--- src/rtl/dtq_pkg.sv ---
// package for the deadline timer queue: sizes, word types, status codes
// no dependencies
`default_nettype none
package dtq_pkg;
  localparam int unsigned Capacity   = 16;
  localparam int unsigned IdxW       = $clog2(Capacity);
  localparam int unsigned CntW       = $clog2(Capacity + 1);
  localparam int unsigned MaxResults = 16;
  localparam int unsigned EmitW      = $clog2(MaxResults + 1);

  localparam logic [1:0] StAccepted = 2'd0;
  localparam logic [1:0] StFull     = 2'd1;
  localparam logic [1:0] StExpired  = 2'd2;

  localparam logic OpInsert = 1'b0;
  localparam logic OpTick   = 1'b1;

  typedef struct packed {
    logic        operation;
    logic [23:0] delay;
  } in_word_t;

  typedef struct packed {
    logic [1:0]  status;
    logic [31:0] timer_id;
    logic        last;
  } out_word_t;

  // controller to datapath
  typedef struct packed {
    logic load_in;     // capture input word, advance time on tick
    logic ptr_clr;     // pointer to zero
    logic ptr_to_cnt;  // pointer to count
    logic rd_prev;     // read entry at ptr-1 (default read is at ptr)
    logic rd_next;     // read entry at ptr+1
    logic shift_up;    // write read entry at ptr, ptr--
    logic write_new;   // write new timer at ptr, count++, id++
    logic shift_down;  // write read entry at ptr, ptr++
    logic pop_done;    // count--
    logic emit_acc;
    logic emit_full;
    logic emit_exp;
  } dtq_cmd_t;

  // datapath to controller
  typedef struct packed {
    logic is_tick;
    logic full;
    logic empty;
    logic scan_later;   // entry read is later than new deadline
    logic ptr_zero;
    logic shift_end;    // ptr + 1 == count
    logic head_due;
  } dtq_sts_t;
endpackage
`default_nettype wire

--- src/rtl/deadline_timer_queue.sv ---
// channel   | handshake           | payload
// input     | start, busy         | in_i (operation, delay)
// result    | done_o strobe       | res_o (status, timer_id, last)
// insert: walks down from the top of the sorted store moving later entries up,
// a scan read and a scan compare state per entry moved; a full store is rejected without a scan.
// tick: a head read and check state per head check, plus a pop read and write state
// per entry shifted per expiry, and busy stays high to send the final word with last.
// reset clears time, id and count; the store contents need no clearing.
// results are one-cycle strobes; the receiver cannot stall.
// depends on dtq_pkg, dtq_ctrl, dtq_datapath
`default_nettype none
module deadline_timer_queue
  import dtq_pkg::*;
(
  input  wire logic     clk_i,
  input  wire logic     rst_ni,
  input  wire logic     start,
  output logic          busy,
  input  wire in_word_t in_i,
  output logic          done_o,
  output out_word_t     res_o
);
  dtq_cmd_t cmd;
  dtq_sts_t sts;
  logic     busy_c;
  out_word_t res_raw;
  logic     vld_raw;
  logic     pend_q;
  out_word_t pend_w_q;

  dtq_ctrl u_ctrl (
    .clk_i, .rst_ni, .start_i(start && !pend_q), .sts_i(sts), .cmd_o(cmd),
    .busy_o(busy_c)
  );
  dtq_datapath u_dp (
    .clk_i, .rst_ni, .in_i, .cmd_i(cmd), .sts_o(sts),
    .res_valid_o(vld_raw), .res_o(res_raw)
  );

  // expiry words are held back one slot so the final one can carry last
  logic flush;
  assign flush = pend_q && !busy_c && !vld_raw;

  always_ff @(posedge clk_i or negedge rst_ni) begin
    if (!rst_ni) begin
      pend_q <= 1'b0;
      done_o <= 1'b0;
    end else begin
      done_o <= 1'b0;
      if (vld_raw && res_raw.status == StExpired) begin
        if (pend_q) done_o <= 1'b1;
        pend_q <= 1'b1;
      end else if (vld_raw) begin
        done_o <= 1'b1;
      end else if (flush) begin
        done_o <= 1'b1;
        pend_q <= 1'b0;
      end
    end
  end

  always_ff @(posedge clk_i) begin
    if (vld_raw && res_raw.status == StExpired) begin
      if (pend_q) res_o <= pend_w_q;
      pend_w_q <= res_raw;
    end else if (vld_raw) begin
      res_o <= res_raw;
    end else if (flush) begin
      res_o <= '{status: pend_w_q.status, timer_id: pend_w_q.timer_id, last: 1'b1};
    end
  end

  assign busy = busy_c | pend_q;
endmodule
`default_nettype wire

--- src/rtl/dtq_datapath.sv ---
// datapath: sorted timer store in memories, time and id counters, result word
// depends on dtq_pkg
`default_nettype none
module dtq_datapath
  import dtq_pkg::*;
(
  input  wire logic      clk_i,
  input  wire logic      rst_ni,
  input  wire in_word_t  in_i,
  input  wire dtq_cmd_t  cmd_i,
  output dtq_sts_t       sts_o,
  output logic           res_valid_o,
  output out_word_t      res_o
);
  logic [31:0] dl_mem [Capacity];
  logic [31:0] id_mem [Capacity];

  logic [31:0]   now_q, now_d, nid_q, nid_d;
  logic [CntW-1:0] cnt_q, cnt_d, ptr_q, ptr_d;
  logic          op_q;
  logic [31:0]   newdl_q;
  logic [31:0]   rdl_q, rid_q;
  logic          res_valid_q;
  out_word_t     res_q;
  logic [IdxW-1:0] ra, wa;
  logic          we;
  logic [31:0]   wdl, wid;

  // read address and write selection
  always_comb begin
    ra  = ptr_q[IdxW-1:0];
    wa  = ptr_q[IdxW-1:0];
    we  = cmd_i.shift_up | cmd_i.shift_down | cmd_i.write_new;
    wdl = rdl_q;
    wid = rid_q;
    if (cmd_i.rd_prev) begin
      ra = IdxW'(ptr_q - CntW'(1));
    end else if (cmd_i.rd_next) begin
      ra = IdxW'(ptr_q + CntW'(1));
    end
    if (cmd_i.write_new) begin
      wdl = newdl_q;
      wid = nid_q;
    end
  end

  // memories, registered read
  always_ff @(posedge clk_i) begin
    if (we) begin
      dl_mem[wa] <= wdl;
      id_mem[wa] <= wid;
    end
    rdl_q <= dl_mem[ra];
    rid_q <= id_mem[ra];
  end

  // pointer, count, time and id
  always_comb begin
    now_d = now_q;
    nid_d = nid_q;
    cnt_d = cnt_q;
    ptr_d = ptr_q;
    if (cmd_i.load_in && in_i.operation == OpTick) now_d = now_q + 32'd1;
    if (cmd_i.ptr_clr) ptr_d = '0;
    if (cmd_i.ptr_to_cnt) ptr_d = cnt_q;
    if (cmd_i.shift_up) ptr_d = ptr_q - CntW'(1);
    if (cmd_i.shift_down) ptr_d = ptr_q + CntW'(1);
    if (cmd_i.write_new) begin
      cnt_d = cnt_q + CntW'(1);
      nid_d = nid_q + 32'd1;
    end
    if (cmd_i.pop_done) cnt_d = cnt_q - CntW'(1);
  end

  always_ff @(posedge clk_i or negedge rst_ni) begin
    if (!rst_ni) begin
      now_q       <= '0;
      nid_q       <= '0;
      cnt_q       <= '0;
      ptr_q       <= '0;
      res_valid_q <= 1'b0;
    end else begin
      now_q       <= now_d;
      nid_q       <= nid_d;
      cnt_q       <= cnt_d;
      ptr_q       <= ptr_d;
      res_valid_q <= cmd_i.emit_acc | cmd_i.emit_full | cmd_i.emit_exp;
    end
  end

  // captured input word and result word
  always_ff @(posedge clk_i) begin
    if (cmd_i.load_in) begin
      op_q    <= in_i.operation;
      newdl_q <= now_q + {8'd0, in_i.delay};
    end
    if (cmd_i.emit_acc) begin
      res_q <= '{status: StAccepted, timer_id: nid_q, last: 1'b1};
    end else if (cmd_i.emit_full) begin
      res_q <= '{status: StFull, timer_id: 32'd0, last: 1'b1};
    end else if (cmd_i.emit_exp) begin
      res_q <= '{status: StExpired, timer_id: rid_q, last: 1'b0};
    end
  end

  // status to controller
  logic [31:0] diff_later, diff_due;
  always_comb begin
    diff_later        = newdl_q - rdl_q;
    diff_due          = now_q - rdl_q;
    sts_o.is_tick     = op_q;
    sts_o.full        = (cnt_q == CntW'(Capacity));
    sts_o.empty       = (cnt_q == '0);
    sts_o.scan_later  = diff_later[31];
    sts_o.ptr_zero    = (ptr_q == '0);
    sts_o.shift_end   = (ptr_q + CntW'(1) == cnt_q);
    sts_o.head_due    = ~diff_due[31];
  end

  assign res_valid_o = res_valid_q;
  assign res_o       = res_q;

`ifndef NO_ASSERTIONS
  a_cnt_range: assert property (@(posedge clk_i) disable iff (!rst_ni)
    cnt_q <= CntW'(Capacity)) else $error("count above capacity");
  a_no_write_full: assert property (@(posedge clk_i) disable iff (!rst_ni)
    cmd_i.write_new |-> cnt_q < CntW'(Capacity)) else $error("write into full store");
  a_no_pop_empty: assert property (@(posedge clk_i) disable iff (!rst_ni)
    cmd_i.pop_done |-> cnt_q != '0) else $error("pop from empty store");
`endif
endmodule
`default_nettype wire

--- src/rtl/dtq_ctrl.sv ---
// controller: sequences insert scan and shift, and tick pops
// depends on dtq_pkg
`default_nettype none
module dtq_ctrl
  import dtq_pkg::*;
(
  input  wire logic     clk_i,
  input  wire logic     rst_ni,
  input  wire logic     start_i,
  input  wire dtq_sts_t sts_i,
  output dtq_cmd_t      cmd_o,
  output logic          busy_o
);
  typedef enum logic [3:0] {
    S_IDLE, S_DECIDE, S_SCAN_RD, S_SCAN_CMP, S_WRITE,
    S_HEAD_RD, S_HEAD_CHK, S_POP_RD, S_POP_WR
  } state_e;

  state_e state_q;
  logic [EmitW-1:0] nemit_q;
  logic accept;

  assign accept = start_i && state_q == S_IDLE;
  assign busy_o = (state_q != S_IDLE);

  // command decode
  always_comb begin
    cmd_o = '0;
    cmd_o.load_in = accept;
    case (state_q)
      S_DECIDE: begin
        if (sts_i.is_tick) cmd_o.ptr_clr = 1'b1;
        else if (sts_i.full) cmd_o.emit_full = 1'b1;
        else cmd_o.ptr_to_cnt = 1'b1;
      end
      S_SCAN_RD:  cmd_o.rd_prev = 1'b1;
      S_SCAN_CMP: cmd_o.shift_up = sts_i.scan_later;
      S_WRITE: begin
        cmd_o.write_new = 1'b1;
        cmd_o.emit_acc  = 1'b1;
      end
      S_HEAD_CHK: begin
        if (!sts_i.empty && sts_i.head_due && nemit_q != EmitW'(MaxResults)) begin
          cmd_o.emit_exp = 1'b1;
        end
      end
      S_POP_RD: cmd_o.rd_next = 1'b1;
      S_POP_WR: begin
        if (!sts_i.shift_end) begin
          cmd_o.shift_down = 1'b1;
        end else begin
          cmd_o.pop_done = 1'b1;
          cmd_o.ptr_clr  = 1'b1;
        end
      end
      default: ;
    endcase
  end

  // state and expiry count
  always_ff @(posedge clk_i or negedge rst_ni) begin
    if (!rst_ni) begin
      state_q <= S_IDLE;
      nemit_q <= '0;
    end else begin
      case (state_q)
        S_IDLE: if (accept) state_q <= S_DECIDE;
        S_DECIDE: begin
          nemit_q <= '0;
          if (sts_i.is_tick) state_q <= S_HEAD_RD;
          else if (sts_i.full) state_q <= S_IDLE;
          else state_q <= S_SCAN_RD;
        end
        S_SCAN_RD: begin
          // walk down from the top, nothing left below at zero
          if (sts_i.ptr_zero) state_q <= S_WRITE;
          else state_q <= S_SCAN_CMP;
        end
        S_SCAN_CMP: begin
          if (sts_i.scan_later) state_q <= S_SCAN_RD;
          else state_q <= S_WRITE;
        end
        S_WRITE: state_q <= S_IDLE;
        S_HEAD_RD: state_q <= S_HEAD_CHK;
        S_HEAD_CHK: begin
          if (!sts_i.empty && sts_i.head_due && nemit_q != EmitW'(MaxResults)) begin
            nemit_q <= nemit_q + EmitW'(1);
            state_q <= S_POP_RD;
          end else begin
            state_q <= S_IDLE;
          end
        end
        S_POP_RD: state_q <= S_POP_WR;
        S_POP_WR: begin
          if (sts_i.shift_end) state_q <= S_HEAD_RD;
          else state_q <= S_POP_RD;
        end
        default: state_q <= S_IDLE;
      endcase
    end
  end

`ifndef NO_ASSERTIONS
  a_busy_after_accept: assert property (@(posedge clk_i) disable iff (!rst_ni)
    accept |=> busy_o) else $error("not busy after accept");
  a_one_emit: assert property (@(posedge clk_i) disable iff (!rst_ni)
    $onehot0({cmd_o.emit_acc, cmd_o.emit_full, cmd_o.emit_exp}))
    else $error("two result words at once");
  a_emit_bound: assert property (@(posedge clk_i) disable iff (!rst_ni)
    nemit_q <= EmitW'(MaxResults)) else $error("too many expiries");
`endif
endmodule
`default_nettype wire

--- config.mk ---
export PLATFORM = sky130hd
export DESIGN_NAME = deadline_timer_queue
export DESIGN_NICKNAME = d
export VERILOG_FILES = /design/src/rtl/dtq_pkg.sv /design/src/rtl/deadline_timer_queue.sv /design/src/rtl/dtq_datapath.sv /design/src/rtl/dtq_ctrl.sv
export SDC_FILE = /design/constraint.sdc
export NUM_CORES = 2
export LEC_CHECK = 0
export ABC_AREA = 1
export BUFFER_PORTS_ARGS = -buffer_cell sky130_fd_sc_hd__buf_2
export CORE_ASPECT_RATIO = 0.6
export CORE_MARGIN = 2
export CORE_UTILIZATION = 68
export CTS_CLUSTER_DIAMETER = 80
export DETAILED_ROUTE_END_ITERATION = 8
export GPL_TIMING_DRIVEN = 1
export PLACE_DENSITY = 0.84
export SYNTH_ARGS = -nofsm -noshare
export SYNTH_HDL_FRONTEND = slang
export SYNTH_HIERARCHICAL = 1
export SYNTH_SLANG_ARGS = --single-unit
--- constraint.sdc ---
create_clock -name clk_i -period 10.3 [get_ports clk_i]
set_clock_uncertainty 0.15 [all_clocks]
set_input_delay 2.06 -clock clk_i [delete_from_list [all_inputs] [get_ports clk_i]]
set_output_delay 2.06 -clock clk_i [all_outputs]
set_load 0.01 [all_outputs]
==> reports/results.env <==
CP_SLOWEST_STAGE_DELAY_PS=860
FIRST_PASS_ITERS=7
WORSTMARGINPINSLEW_PS=1522
CLOCK-ROOT-BUFFER='sky130_fd_sc_hd__clkbuf_16'
GRT_START_MAX_NET_PINS=199
PORT_BUFFERS=64
TOP_USAGE_LAYER='met1'
COUNT_OF_NETS_LEFT_WITH_ANTENNA_VIOLATIONS_AFTER_DETAIL_ROUTING=0
ACHIEVABLE-FREQUENCY_MHz=190.5
POWER_DENSITY_nW_PER_UM2=303.5
CTS_MADE_BUFFERS=113
FINALMAXSLEWVIOLATIONS=20
CTS.REPAIR.RESIZED=0
CRITICAL_PATH.MAX_FANOUT=41
CTS_MAX_PATH_BUFFERS=3
GLOBAL_ROUTE.OVERFLOW_TOTAL=0
GLOBALROUTEMET2UTIL=0.5217
DETAIL_ROUTED_NET_LENGTH_PER_STANDARD_CELL_UM=22.84
GROUTE.LAYER.MET3.USAGE=0.1666
DIE_W_UM=386.5
CORE-AREA_SQ_UM=87230
WORST_IR_DROP_VDD_mV=0.4005
HOLD_VIOLATIONS=0
ROUTABILITYCONGESTION=0.9854
REGTOREGENDPOINT='u_dp/dl_mem[14][11]$_DFFE_PP_'
POST_DRT_VIA_CELL_RATIO=6.025
FINAL_CRITICAL_PERIOD_PS=5248
DESIGN.DIE.AREA_SQ_UM=90260
STATUS='finished, violations left'
CLK_PIN_SLEW_PS=70
R2R-START='u_dp/newdl_q[30]$_DFFE_PP_'
LAYOUT.AREA.SEQ_SQ_UM=38300
WORST_SLEW_MARGIN=-0.02551
NETLIST.TOP_CELL.BY_AREA='sky130_fd_sc_hd__edfxtp_1'
CLOCK_INSERTION_DELAY_WORST_SKEW_PS=760
HOLD_START='u_dp/res_o[13]$_DFFE_PP_'
CTS_NUM_SINKS=1312
CAP_VIOL_MAX_COUNT=2
CELL_WITH_THE_LARGEST_STAGE_DELAY_ON_THE_WORST_PATH='sky130_fd_sc_hd__buf_4'
TOP_LEVEL_PORTS=65
MIN_DELAY_PATH_DEPTH=0
RRSETUPSLACK_PS=5050
FIN_SETUP_TNS_PS=0
SYN-INSTANCE-COUNT=6144
WORST-SETUP-PATH-TYPE='reg2reg'
REQUIRED_PS=10490
DRC=0
FAILED_CHECKS='max-capacitance violations, max-slew violations'
TRACK_USAGE=0.3755
POSTSYNTHREGISTERBITS=1312
POST-DP-HPWL_UM=99840
NETLIST_TOP_CELLS_AREA='sky130_fd_sc_hd__edfxtp_1 58%, sky130_fd_sc_hd__nand2_1 13%, sky130_fd_sc_hd__nand3_1 7.6%'
POSTCTSSETUPBUFFERS=0
POST_SYNTH.CELL_AREA_AVG_SQ_UM=9.718
CP_CELL_SEQUENCE='ha_1 > nand2_1 > nor2_1 > nor3b_1 > nor2b_1 > nand2_1 > nand2_1 > nand2_1 > nand2_1 > nand3_1 > inv_1 > nor2_1 > inv_1 > nor2_1 > inv_1 > nand2_1 > nor2_4 > buf_4'
DIE_Y_UM=233.5
CTS_HOLD_BUFFERS=0
TIMING.CRITICAL_PATH.MODE_CELL='sky130_fd_sc_hd__nand2_1'
SETUP_VIOLATIONS=0
INITIAL_CORE_UTIL=0.6844
CP-END-KIND='flip-flop'
DATA_ARRIVAL_TIME_OF_THE_CRITICAL_PATH_PS=5440
SYNTH.TOP_CELL.AREA_SHARE=0.5829
MET1_USAGE=0.5267
MULTI_INPUT_COMB_AREA_SQ_UM=16340
POST_ROUTE_CELLS_DRIVE_ABOVE_1_SHARE=0.06555
SYNTH_NETS=6270
SYNTH_SEQ_AREA_SHARE=0.6414
FILLERINSTANCES=5463
YOSYSWARNINGCOUNT=6
CRITPATHLAUNCHTYPE='flip-flop'
NUMBER_OF_DRC_VIOLATIONS_AFTER_DETAILED_ROUTING_ITERATION_0=7512
HOLD_PATH_END='pend_w_q[13]$_DFFE_PP_'
POSTROUTEWIRELENGTH_UM=169900
NETS=6296
LAYOUT.CORE_UTILIZATION=0.7459
ANTENNA_FOUND_INITIAL=17
POWER.STATIC_LEAKAGE_nW=28.52
CTS_HTREE_LEVELS=3
GRT_PASS1_VIAS=42050
FINAL_MIN_PERIOD_OVER_CLOCK_PERIOD=0.5096
UNREPAIRED_SETUP_ENDPOINTS_AFTER_GLOBAL_ROUTING='false'
UNIQUE_CELL_TYPE_COUNT_IN_THE_YOSYS_NETLIST=45
CORE.ROWCOUNT=84
WORST_R2R_PATH_DEPTH=18
MIN-DELAY-PATH-CLASS='reg2reg'
SYN_TO_FINAL_GROWTH_PCT=8.984
CLOCK_TREE_FROM_TRITONCTS='built'
GRT_FIRST_PASS_WIRELENGTH_UM=252300
ROUTE.VIAS.TOTAL=44830
SYN-CELL-AREA_SQ_UM=59700
synth_stat cells (all sizes together):
cell type  count
dfrtp         86
a32o           1
o21bai         3
o22ai          2
and3           1
nor3b          2
nor3          41
and2           1
xor2          61
nand3        915
o21a           3
a21oi         44
clkinv         1
ha            96
a21o           3
o21ai        113
clkbuf        31
xnor2         12
nor2         163
buf          219
dfxtp         67
or2            3
inv         1058
fa             2
nor2b          1
nor4           2
nand2       2020
nand4         27
a22oi          1
nand3b         3
o211ai         3
edfxtp      1159
logic make-up (layout without fill, tap and decap cells):
group           after synthesis  count (layout)  share of synthesized area
simple gates               3179            3179                     0.2235
other cells                   0               9                          0
buf+inv                    1309            1435                    0.08823
compound gates              173             173                    0.01524
fa+ha+maj                    98              98                    0.02079
xor+xnor                     73              73                    0.01083
flops                      1312            1312                     0.6414
worst max-delay path by stage:
stage / cells after the start / to / start
finish: 18 / u_dp/dl_mem[14][11]$_DFFE_PP_ / u_dp/newdl_q[30]$_DFFE_PP_
detailed placement: 18 / u_dp/dl_mem[14][3]$_DFFE_PP_ / u_dp/newdl_q[30]$_DFFE_PP_
floorplan: 15 / u_dp/dl_mem[7][0]$_DFFE_PP_ / u_dp/newdl_q[30]$_DFFE_PP_
global route: 20 / u_dp/id_mem[14][29]$_DFFE_PP_ / u_dp/newdl_q[14]$_DFFE_PP_
CTS: 18 / u_dp/dl_mem[14][6]$_DFFE_PP_ / u_dp/newdl_q[30]$_DFFE_PP_
global placement: 18 / u_dp/dl_mem[14][4]$_DFFE_PP_ / u_dp/newdl_q[30]$_DFFE_PP_
state kept, by name (all words and copies together) (netlist names), 32 cells and up:
register and count:
pend_w_q 35, u_dp/nid_q 32, u_dp/rdl_q 32, u_dp/id_mem 512, u_dp/dl_mem 512, u_dp/newdl_q 32, res_o 35, u_dp/now_q 32
u_dp/res_o 35, u_dp/rid_q 32
report_power, final:
part	internal [mW]	leakage (nW)	total, mW	switching (mW)
registers	7.25	12.2	7.52	0.269
clock network	2.42	1.89	4.43	2.01
logic	1.91	14.4	7.80	5.89
area by class of cell:
| class | count | share of cell area |
|---|---|---|
| sequential | 1312 | 0.5886 |
| multi-input combinational | 3523 | 0.2511 |
| inverter | 1059 | 0.06121 |
| clock buffer | 145 | 0.04746 |
| tap | 1161 | 0.02232 |
| timing repair buffer | 161 | 0.01711 |
| clock inverter | 70 | 0.01185 |
| antenna | 9 | 0.0003461 |
worst max-delay path: cells and delay by family, from the launching register on:
family                   cells  cell delay, ps
buffers and inverters        4            1210
AND/OR/NAND/NOR             13            2720
flip-flops                   1             410
adder cells (fa/ha/maj)      1             330
cell usage in the layout, fill, tap and decap left out, types with 4 or more instances in the layout:
cell type                    instances
sky130_fd_sc_hd__o21ai_1            18
sky130_fd_sc_hd__edfxtp_1         1159
sky130_fd_sc_hd__inv_1            1048
sky130_fd_sc_hd__nor2_4             19
sky130_fd_sc_hd__buf_4              93
sky130_fd_sc_hd__nor3_1             34
sky130_fd_sc_hd__a21oi_1            43
sky130_fd_sc_hd__inv_6               6
sky130_fd_sc_hd__ha_1               96
sky130_fd_sc_hd__dfrtp_1            86
sky130_fd_sc_hd__bufinv_16          11
sky130_fd_sc_hd__nand2_1          2011
sky130_fd_sc_hd__nor2_1            142
sky130_fd_sc_hd__nand2_2             4
sky130_fd_sc_hd__clkinv_4            4
sky130_fd_sc_hd__dfxtp_1            67
sky130_fd_sc_hd__o21ai_0            92
sky130_fd_sc_hd__clkinvlp_4          7
sky130_fd_sc_hd__clkbuf_8           14
sky130_fd_sc_hd__inv_2              10
sky130_fd_sc_hd__nand4_1            27
sky130_fd_sc_hd__clkbuf_1           18
sky130_fd_sc_hd__nand3_1           911
sky130_fd_sc_hd__xnor2_1            12
sky130_fd_sc_hd__clkinv_2           29
sky130_fd_sc_hd__nor3_2              7
sky130_fd_sc_hd__clkbuf_16         113
sky130_fd_sc_hd__diode_2             9
sky130_fd_sc_hd__buf_2              63
sky130_fd_sc_hd__xor2_1             60
sky130_fd_sc_hd__buf_12              5
sky130_fd_sc_hd__clkinv_1            7
routing by layer:
metal / wire (um) / share of wire / vias up
met3: 31520 / 0.19 / 543
met1: 63250 / 0.37 / 20760
met5: 224 / 0.0013 / -
met4: 5522 / 0.032 / 12
li1: - / - / 19860
met2: 69400 / 0.41 / 3661
through the flow:
stage	setup slack, ps	total power [mW]	instances	cell area [sq um]	hold slack [ps]
6_report	5052	19.75	7440	65070	301.8
5_1_grt	4905	20.50	7437	65060	317.9
4_1_cts	5249	19.42	7431	65050	302.5
3_5_place_dp	5242	14.98	7216	61190	286.2
3_3_place_gp	5329	14.70	7216	61190	281.1
2_1_floorplan	3418	12.39	6144	59700	276.8
Power figures use the tool's default switching activity.
